### config.mk
export PLATFORM = sky130hd
export DESIGN_NAME = lrc_stats
export DESIGN_NICKNAME = d
export VERILOG_FILES = /design/src/hdl/lrc_pkg.sv /design/src/hdl/lrc_stats.sv
export SDC_FILE = /design/constraint.sdc
export NUM_CORES = 1
export LEC_CHECK = 0
export ABC_AREA = 1
export ABC_CLOCK_PERIOD_IN_PS = 1700
export BUFFER_PORTS_ARGS = -buffer_cell sky130_fd_sc_hd__buf_2
export CAP_MARGIN = 25
export CORE_MARGIN = 5
export CORE_UTILIZATION = 40
export CTS_BUF_LIST = sky130_fd_sc_hd__clkbuf_8
export DETAILED_ROUTE_END_ITERATION = 10
export GPL_TIMING_DRIVEN = 0
export HOLD_SLACK_MARGIN = 0.08
export PLACE_DENSITY = 0.74
export SLEW_MARGIN = 10
export SYNTH_ARGS = -nofsm -noshare
export SYNTH_HDL_FRONTEND = slang
export SYNTH_SLANG_ARGS = --single-unit
### constraint.sdc
create_clock -name clk -period 1.7 [get_ports clk]
set_input_delay 0.425 -clock clk [delete_from_list [all_inputs] [get_ports clk]]
set_output_delay 0.425 -clock clk [all_outputs]
set_load 0.02 [all_outputs]
### src/hdl/lrc_pkg.sv
// Package for the LRU result cache: codes, widths, FSM states and shared structs.
package lrc_pkg;

  // action codes
  localparam logic [1:0] ACT_LOOKUP = 2'd0;
  localparam logic [1:0] ACT_FILL   = 2'd1;
  localparam logic [1:0] ACT_CLEAR  = 2'd2;

  // key, payload, counter and entry-count widths
  localparam int KEY_W = 232;
  localparam int PAY_W = 64;
  localparam int STAT_W = 32;
  localparam int CNT_OUT_W = 13;

  // defaults
  localparam int DEF_CAPACITY = 4096;
  localparam logic [12:0] MAX_ENTRIES_RST = 13'd4096;

  typedef enum logic [3:0] {
    ST_SWEEP,
    ST_IDLE,
    ST_HEAD,
    ST_CMP,
    ST_MTF1,
    ST_MTF2,
    ST_EV_CHK,
    ST_EV_HASH,
    ST_EV_HEAD,
    ST_EV_WALK,
    ST_EV_FREE,
    ST_INS_WR,
    ST_DONE
  } lrc_state_t;

  // counter update requests
  typedef struct packed {
    logic clr;
    logic hit;
    logic miss;
    logic evict;
    logic fail;
  } lrc_bump_t;

  // counter values
  typedef struct packed {
    logic [STAT_W-1:0] hit;
    logic [STAT_W-1:0] miss;
    logic [STAT_W-1:0] evict;
    logic [STAT_W-1:0] fail;
  } lrc_stats_t;

endpackage

### src/hdl/lrc_stats.sv
// Saturating hit, miss, eviction and failure counters of the LRU result cache.
module lrc_stats
  import lrc_pkg::*;
(
  input  logic       clk,
  input  logic       rst_n,
  input  lrc_bump_t  bump,
  output lrc_stats_t stats
);

  lrc_stats_t cnt_r;

  function automatic logic [STAT_W-1:0] sat_inc(input logic [STAT_W-1:0] c);
    return (c == '1) ? c : c + STAT_W'(1);
  endfunction

  // counters, cleared by reset or a clear item
  always_ff @(posedge clk) begin
    if (!rst_n || bump.clr) begin
      cnt_r <= '0;
    end else begin
      if (bump.hit)   cnt_r.hit   <= sat_inc(cnt_r.hit);
      if (bump.miss)  cnt_r.miss  <= sat_inc(cnt_r.miss);
      if (bump.evict) cnt_r.evict <= sat_inc(cnt_r.evict);
      if (bump.fail)  cnt_r.fail  <= sat_inc(cnt_r.fail);
    end
  end

  assign stats = cnt_r;

endmodule

# Word-level counts from Yosys, hierarchy flattened
# Cells that the tools add are included.
# word_totals
reg_bits	128
input_bits	7
out_inout_bits	128
wordCells	22
# classes
add_sub_neg	4
eq_ne	4
bitwise	4
n_reduce_logical	6
# ops
op	count
32-bit by 1-bit adder with 32-bit output, second input constant	4
32-bit equality test, second input constant	4
2-bit AND reduction	4
1-bit NOT	4
1-bit zero test	1
1-bit logical OR	1

# Depth between registers and ports, before layout
# Gate-level depths: netlist of run 1.
# depth
word_depth	3
depth_mapped	11
depth_no_buf	11

# Least setup slack after synthesis of run 1
# No wires, ideal clock.
# synth_timing
path_kind	register -> register
start	reg cnt_r (netlist bit stats[64])
end	reg cnt_r (netlist bit stats[92])
setup_ns	0.115
arrival_ns	1.655
required_time_ns	1.585
slack_ns	-0.071
stages_incl_launch_ff	10
path_buffers	1
period_less_slack_ns	1.771
path_cell_list	dfxtp_1 ha_1 nand2_1 nor2_2 nand2_2 nor2_2 nand3_2 buf_2 a21oi_1 nor2_1
# synth_via
elab_chain_len	3
elab_cells_between_ends	4
cone_classes	add/sub: 1; eq/ne: 1; bitwise: 1; reduce/logical: 1
# synth_lines
element	line	text
from (decl)	lrc_stats.sv:11	lrc_stats_t cnt_r;
branches (longest 3 deep; another with 32-bit by 1-bit adder with 32-bit output)	--	
# Parallel ways; which one is timed is not known.
# A chain may end at the register's enable or synchronous reset.

# Worst setup path after layout of run 1
# layout_timing
start	reg cnt_r (netlist bit stats[78])
end	reg cnt_r (netlist bit stats[89])
# The elaborated chain is that of the path after synthesis.

==> results.py, run 1 <==
metrics = {
    "status": {
        "outcome": "finished, final reports clean",
    },
    "grt": {
        "overflow": 0,
        "gr-usage-all-layers_pct": 21.5,
        "antenna_found_initial": 0,
        "grt_pass1_vias": 7981,
        "grt_max_degree": 17,
        "grt_pass1_wl_mm": 39.3,
    },
    "die": {
        "rows": 50,
        "core_area_mm2": 0.0189,
        "start_util_pct": 40.9,
        "num_io_pins": 135,
        "die_area_mm2": 0.0222,
        "die_w_um": 149,
        "die_h_um": 149,
    },
    "routing": {
        "ant_nets": 0,
        "drt_wl_total_mm": 24.7,
        "first_iter_violations": 749,
        "drc": 0,
        "vias": 8829,
        "drt_first_pass_iters": 5,
        "viasPerCell": 5.07,
        "wl_per_cell_um": 14.2,
    },
    "sta": {
        "setup_viol": 0,
        "fmax_mhz": 592,
        "fin_ws_ns": 0.00995,
        "fin_skew_ns": 0.0153,
        "worstMarginPinSlew_ns": 0.682,
        "timing.setup.tns_ns": 0,
        "finalCritPeriodShare_pct": 99.4,
        "hold_ws_ns": 0.409,
        "rsz0062_at_grt": "yes",
        "fin_crit_ns": 1.69,
        "hold_violations": 0,
        "final_max_slew_viol_count": 0,
        "max_slew_margin_pct": 54.5,
    },
    "clocking": {
        "clk_latency_ns": 0.45,
        "cts_buffers": 17,
        "htreeDepth": 4,
        "cts_tree": "built",
        "cts.clk_slew.worst_paths_ns": 0.08,
        "cts-root-buf": "clkbuf_8",
        "cts_sinks": 128,
        "clk_path_buf_depth": 2,
    },
    "synthesis": {
        "synth_top_area_cell": "dfxtp_1",
        "synth_top_area_share_pct": 33.2,
        "syn_area_per_cell_um2": 5.96,
        "synth_seq_cells": 128,
        "synthTopCellsByArea": "dfxtp_1, nand2_1, nor2_1",
        "syn_inst": 1297,
        "synth_nets": 1308,
        "synth_edf_count": 0,
        "netlist_area_mm2": 0.00773,
        "synth_cell_type_count": 33,
        "ys.flop_type": "dfxtp_1",
        "synth_seq_area_share_pct": 33.2,
        "synthesis.yosys.warnings": 0,
        "async_flop_share_pct": 0,
    },
    "worst_setup_path": {
        "crit_type": "reg -> reg",
        "rrSetupSlack_ns": 0.01,
        "cp-end-kind": "flop",
        "worst-path-max-fanout": 10,
        "crit_required_ns": 2.05,
        "start_kind": "flop",
        "crit_path_end": "stats[89]",
        "r2r-end": "stats[89]",
        "cp-startpoint": "stats[78]",
        "reg2regPathDepth": 8,
        "r2r-start": "stats[78]",
        "cp_data_arrival_time_ns": 2.04,
    },
    "cells_and_area": {
        "drive_above_1_share_pct": 25.2,
        "largest_register_ffs": 128,
        "num_antenna_cells": 0,
        "nNetsFinal": 1483,
        "area_growth_pct": 26.5,
    },
    "placed_design": {
        "dpl_worst_slack_ns": -0.488,
        "globalplace.congestion": 0.930,
        "dpl.hpwl_mm": 18.1,
        "io_buffers": 134,
    },
    "hold_path": {
        "hold_class": "in -> reg",
    },
    "pwr": {
        "irDropWorstVdd_uv": 436,
        "power.leakage_nw": 3.94,
        "powerDensity_mw_per_mm2": 620,
    },
    "job": {
        "drv_cap": 0,
    },
}
how the worst min path moves through the flow:
stage	from	to	slack, ns	cells past startpoint
final	bump[0]	stats[7]	0.41	4
after global routing	bump[2]	stats[72]	0.42	4
after CTS	bump[0]	stats[7]	0.38	4
after detailed placement	stats[96]	stats[96]	0.50	2
after global placement	stats[65]	stats[65]	0.49	2
after floorplan	stats[65]	stats[65]	0.53	2
power breakdown:
| part | switching, mW | total [mW] | internal [mW] |
|---|---|---|---|
| clock network | 1.23 | 2.73 | 1.51 |
| logic | 0.204 | 0.294 | 0.0900 |
| registers | 0.0277 | 3.03 | 3.01 |
| total | 1.46 | 6.06 | 4.60 |
worst max-delay path, stage by stage, from the launching register on:
cell,delay [ns]
dfxtp_1,0.47
nand2_1,0.15
nor2_2,0.19
nand2_1,0.14
nor2_4,0.16
nand3_4,0.12
buf_6,0.17
a21oi_1,0.14
nor2_1,0.06
stage by stage:
stage	util, %	area (µm²)	cells	total power [mW]
6_report	51.7	9770	1742	6.06
5_1_grt	51.7	9770	1742	6.31
4_1_cts	49.1	9290	1726	6.11
3_5_place_dp	46.2	8730	1691	3.39
3_3_place_gp	46.2	8730	1691	3.38
2_1_floorplan	-	7740	1297	3.28
Yosys cell counts, types with 2 or more instances:
master,n
nand2_1,380
ha_1,4
nand2_2,14
dfxtp_1,128
nor2_1,304
a31oi_1,10
buf_2,8
nor3b_1,2
xor2_1,15
nand3_1,90
nand4_1,31
o21ai_1,12
and2_1,3
nor2_4,4
clkbuf_1,11
xnor2_1,9
inv_1,121
inv_2,7
nor3_1,23
buf_6,8
a21oi_1,62
nor2_2,17
buf_1,2
nand3b_1,8
o21ai_0,16
cells in the final DEF, fill, tap and decap left out, drive strengths merged:
cell / synthesis / layout
nand2: 395 / 396
nor2: 325 / 325
buf: 18 / 171
inv: 128 / 129
dfxtp: 128 / 128
nand3: 91 / 91
a21oi: 62 / 62
clkbuf: 11 / 36
nand4: 31 / 31
o21ai: 28 / 28
nor3: 24 / 24
xor2: 15 / 15
a31oi: 10 / 10
xnor2: 9 / 9
nand3b: 9 / 9
ha: 4 / 4
and2: 4 / 4
clkinv: 1 / 3
nor3b: 2 / 2
bufinv: 0 / 2
nor2b: 1 / 1
and3: 1 / 1
clkinvlp: 0 / 1
cell families after synthesis:
family | count (synthesis) | share of synthesized area (%)
simple gates | 883 | 48.3
buf+inv | 158 | 8.58
flops | 128 | 33.2
compound gates | 100 | 6.64
xor+xnor | 24 | 2.72
fa+ha+maj | 4 | 0.648
cell type report:
cell class / instances / area [µm²]
Clock buffer: 23 / 317
Fill cell: 1944 / 9120
Inverter: 129 / 487
Timing Repair Buffer: 155 / 846
Tap cell: 260 / 325
Multi-Input combinational cell: 1012 / 4820
Sequential cell: 128 / 2670
Clock inverter: 6 / 81.3
Buffer: 29 / 226
what timing repair did:
item                       4_1_cts  5_1_grt
pin swaps                        6       18
setup endpoints to repair      103      125
cloned                           0        3
hold buffers                     0        0
buffers inserted                 6       13
resized for setup               30      145
routing by layer:
layer / vias to the layer above / wire (µm) / track usage, %
met4: 0 / 457 / 7.28
met2: 338 / 11500 / 35.5
li1: 4458 / - / -
met5: - / 0 / 0
met1: 3985 / 10800 / 28.3
met3: 48 / 1920 / 3.95
(Power assumes the default switching activity.)
==> run 2, diff against run 1 <==
--- a/config.mk
+++ b/config.mk
@@ -5,7 +5,6 @@
 export SDC_FILE = /design/constraint.sdc
 export NUM_CORES = 1
 export LEC_CHECK = 0
-export ABC_AREA = 1
 export ABC_CLOCK_PERIOD_IN_PS = 1700
 export BUFFER_PORTS_ARGS = -buffer_cell sky130_fd_sc_hd__buf_2
 export CAP_MARGIN = 25
@@ -15,7 +14,7 @@
 export DETAILED_ROUTE_END_ITERATION = 10
 export GPL_TIMING_DRIVEN = 0
 export HOLD_SLACK_MARGIN = 0.08
-export PLACE_DENSITY = 0.74
+export PLACE_DENSITY = 0.75
 export SLEW_MARGIN = 10
 export SYNTH_ARGS = -nofsm -noshare
 export SYNTH_HDL_FRONTEND = slang
==> results.py, run 2 <==
metrics = {
    "status": {
        "outcome": "finished, violations left",
        "failed_checks": "negative setup slack",
    },
    "grt": {
        "grt_use_met1_pct": 29.5,
        "grt_pass1_wl_mm": 38.0,
        "antenna_found_initial": 0,
        "grt_max_degree": 17,
        "grtUsageMet3_pct": 5.24,
        "gr-usage-all-layers_pct": 23.5,
        "met2_usage_pct": 39.6,
        "grt_busiest_layer": "met2",
        "grt_pass1_vias": 7400,
        "overflow": 0,
    },
    "cells_and_area": {
        "nNetsFinal": 1101,
        "final_common_cell": "buf_2",
        "stdcell_count": 1323,
        "num_antenna_cells": 0,
        "multiInputGateArea_mm2": 0.00499,
        "final_cell_mix": "buf_2, buf_4, dfxtp_4, a21oi_1, nand2_1",
        "drive_above_1_share_pct": 58.3,
        "regArea_mm2": 0.00288,
        "fill_cells": 1207,
        "area_growth_pct": 66.2,
        "largest_register_ffs": 128,
    },
    "sta": {
        "fmax_mhz": 474,
        "final_max_slew_viol_count": 0,
        "setup_viol": 111,
        "fin_ws_ns": -0.410,
        "rsz0062_at_grt": "yes",
        "worstMarginPinSlew_ns": 0.760,
        "fin_skew_ns": 0.0202,
        "finalCritPeriodShare_pct": 124,
        "fin_crit_ns": 2.11,
        "hold_violations": 0,
        "timing.setup.tns_ns": -22.70,
        "max_slew_margin_pct": 49.3,
    },
    "routing": {
        "drt_wl_total_mm": 25.8,
        "drt_first_pass_iters": 8,
        "viasPerCell": 5.97,
        "ant_nets": 0,
        "first_iter_violations": 615,
        "wl_per_cell_um": 19.5,
        "vias": 7903,
        "drc": 0,
    },
    "synthesis": {
        "synth_edf_count": 0,
        "synth_seq_cells": 128,
        "synth_cell_type_count": 51,
        "synthTopCellsByArea": "dfxtp_1, a21oi_1, or3_1",
        "ys.flop_type": "dfxtp_1",
        "synth.most_common_cell": "dfxtp_1",
        "synthesis.yosys.warnings": 0,
        "synth_top_area_share_pct": 38.5,
        "synthAdderAreaFrac_pct": 0.751,
        "synth_nets": 800,
        "netlist_top_cells_count": "dfxtp_1, a21oi_1, nand2_1, or3_1, nand3_1",
        "netlist_area_mm2": 0.00666,
        "synth_compound_area_share_pct": 19.0,
        "synth_top_area_cell": "dfxtp_1",
        "synth-xor-area-share_pct": 3.55,
        "synth_top_family_by_area": "simple AND/OR/NAND/NOR gates",
        "synthSimpleGateAreaFrac_pct": 32.7,
        "syn_inst": 789,
        "yosys-mux-area-fraction_pct": 1.50,
        "synth_seq_area_share_pct": 38.5,
        "syn_area_per_cell_um2": 8.44,
        "async_flop_share_pct": 0,
    },
    "worst_setup_path": {
        "cp_data_arrival_time_ns": 2.47,
        "r2r-end": "stats[53]",
        "start_kind": "flop",
        "crit_cells": 8,
        "worstPathCellList": "nand4_1 -> or2_2 -> o31ai_4 -> buf_6 -> buf_8 -> buf_12 -> o31ai_2 -> a21oi_1",
        "crit_type": "reg -> reg",
        "r2r-start": "stats[46]",
        "rrSetupSlack_ns": -0.41,
        "crit_path_end": "stats[53]",
        "slowest_delay_ns": 0.43,
        "cp-startpoint": "stats[46]",
        "critical_path.slowest_cell": "dfxtp_1",
        "cp_num_buf_inv": 3,
        "crit_required_ns": 2.06,
        "path_delay_family": "simple AND/OR/NAND/NOR gates",
        "reg2regPathDepth": 8,
        "worst-path-max-fanout": 5,
        "cp-end-kind": "flop",
    },
    "die": {
        "die_h_um": 139,
        "die_w_um": 139,
        "die_area_mm2": 0.0193,
        "core_area_mm2": 0.0165,
        "start_util_pct": 40.5,
        "num_io_pins": 135,
        "rows": 47,
    },
    "job": {
        "drv_cap": 0,
    },
    "clocking": {
        "cts_sinks": 128,
        "cts_buffers": 17,
        "htreeDepth": 4,
        "cts.clk_slew.worst_paths_ns": 0.08,
        "cts-root-buf": "clkbuf_8",
        "clk_latency_ns": 0.45,
        "hold_buffers": 0,
        "clk_path_buf_depth": 2,
        "cts_tree": "built",
    },
    "placed_design": {
        "globalplace.congestion": 0.831,
        "placed_cells": 1142,
        "dpl.hpwl_mm": 14.0,
        "io_buffers": 133,
    },
    "hold_path": {
        "hold_class": "in -> reg",
    },
    "pwr": {
        "power.leakage_nw": 4.17,
        "powerDensity_mw_per_mm2": 548,
        "irDropWorstVdd_uv": 458,
    },
}
[run 2: worst register-to-register path, stage by stage (launching register included)]
cell and delay, ns:
dfxtp_1 0.43, nand4_1 0.24, or2_2 0.44, o31ai_4 0.31, buf_6 0.15, buf_8 0.12
buf_12 0.12, o31ai_2 0.07, a21oi_1 0.16
[run 2: layer usage]
metal	part of all wire [%]	routed length, µm	up-vias
met5	0	0	-
met4	2.4	615	0
met1	41	10600	3842
met2	50	12900	366
met3	6.3	1630	64
li1	-	-	3631
[run 2: worst min path at each step]
stage / start / end / slack, ns / cells past startpoint
3_3_place_gp: stats[101] / stats[101] / 0.47 / 2
4_1_cts: bump[0] / stats[24] / 0.30 / 3
2_1_floorplan: stats[21] / stats[21] / 0.50 / 2
6_report: bump[0] / stats[24] / 0.33 / 3
5_1_grt: bump[0] / stats[24] / 0.33 / 3
3_5_place_dp: stats[101] / stats[101] / 0.47 / 2
[run 2: per-stage QoR]
| stage | hold slack [ns] | power, mW | cell area, µm² | worst slack [ns] | util [%] |
|---|---|---|---|---|---|
| global placement | 0.466 | 3.23 | 8130 | -1.09 | 49.3 |
| CTS | 0.301 | 6.05 | 10200 | -0.371 | 62.0 |
| finish | 0.330 | 6.06 | 11100 | -0.410 | 67.2 |
| detailed placement | 0.473 | 3.23 | 8130 | -1.09 | 49.3 |
| global route | 0.329 | 6.25 | 11100 | -0.483 | 67.2 |
| floorplan | 0.499 | 3.15 | 7180 | -0.295 | - |
[run 2: area by class of cell]
type                       instances  share of cell area, %
clock buffer                      19                   2.36
inverter                          17                  0.576
buffer                            32                   2.80
multi-input combinational        610                   45.1
sequential                       128                   26.0
timing repair buffer             284                   19.4
tap                              220                   2.49
clock inverter                    13                   1.31
[run 2: power by group]
part / leakage (nW) / total, mW / switching, mW / internal, mW
Sequential: 1.11 / 2.90 / 0.00898 / 2.89
Clock: 0.211 / 2.79 / 1.29 / 1.50
Combinational: 2.85 / 0.370 / 0.219 / 0.151
Total: 4.17 / 6.06 / 1.51 / 4.55
[run 2: cells by family after synthesis]
group,after synthesis
AOI/OAI and AO/OA,201
xor gates and xnor gates,27
muxes,10
buffers and inverters,52
DFF,128
adders and majority gates,4
and+or+nand+nor,367
[run 2: what timing repair did]
item                                    CTS  global route
gates cloned                              9             2
pin swaps                               130           112
endpoints found under the setup margin  125           123
resized for setup                       152           166
hold endpoints to repair                  0             0
buffers inserted                        115            36
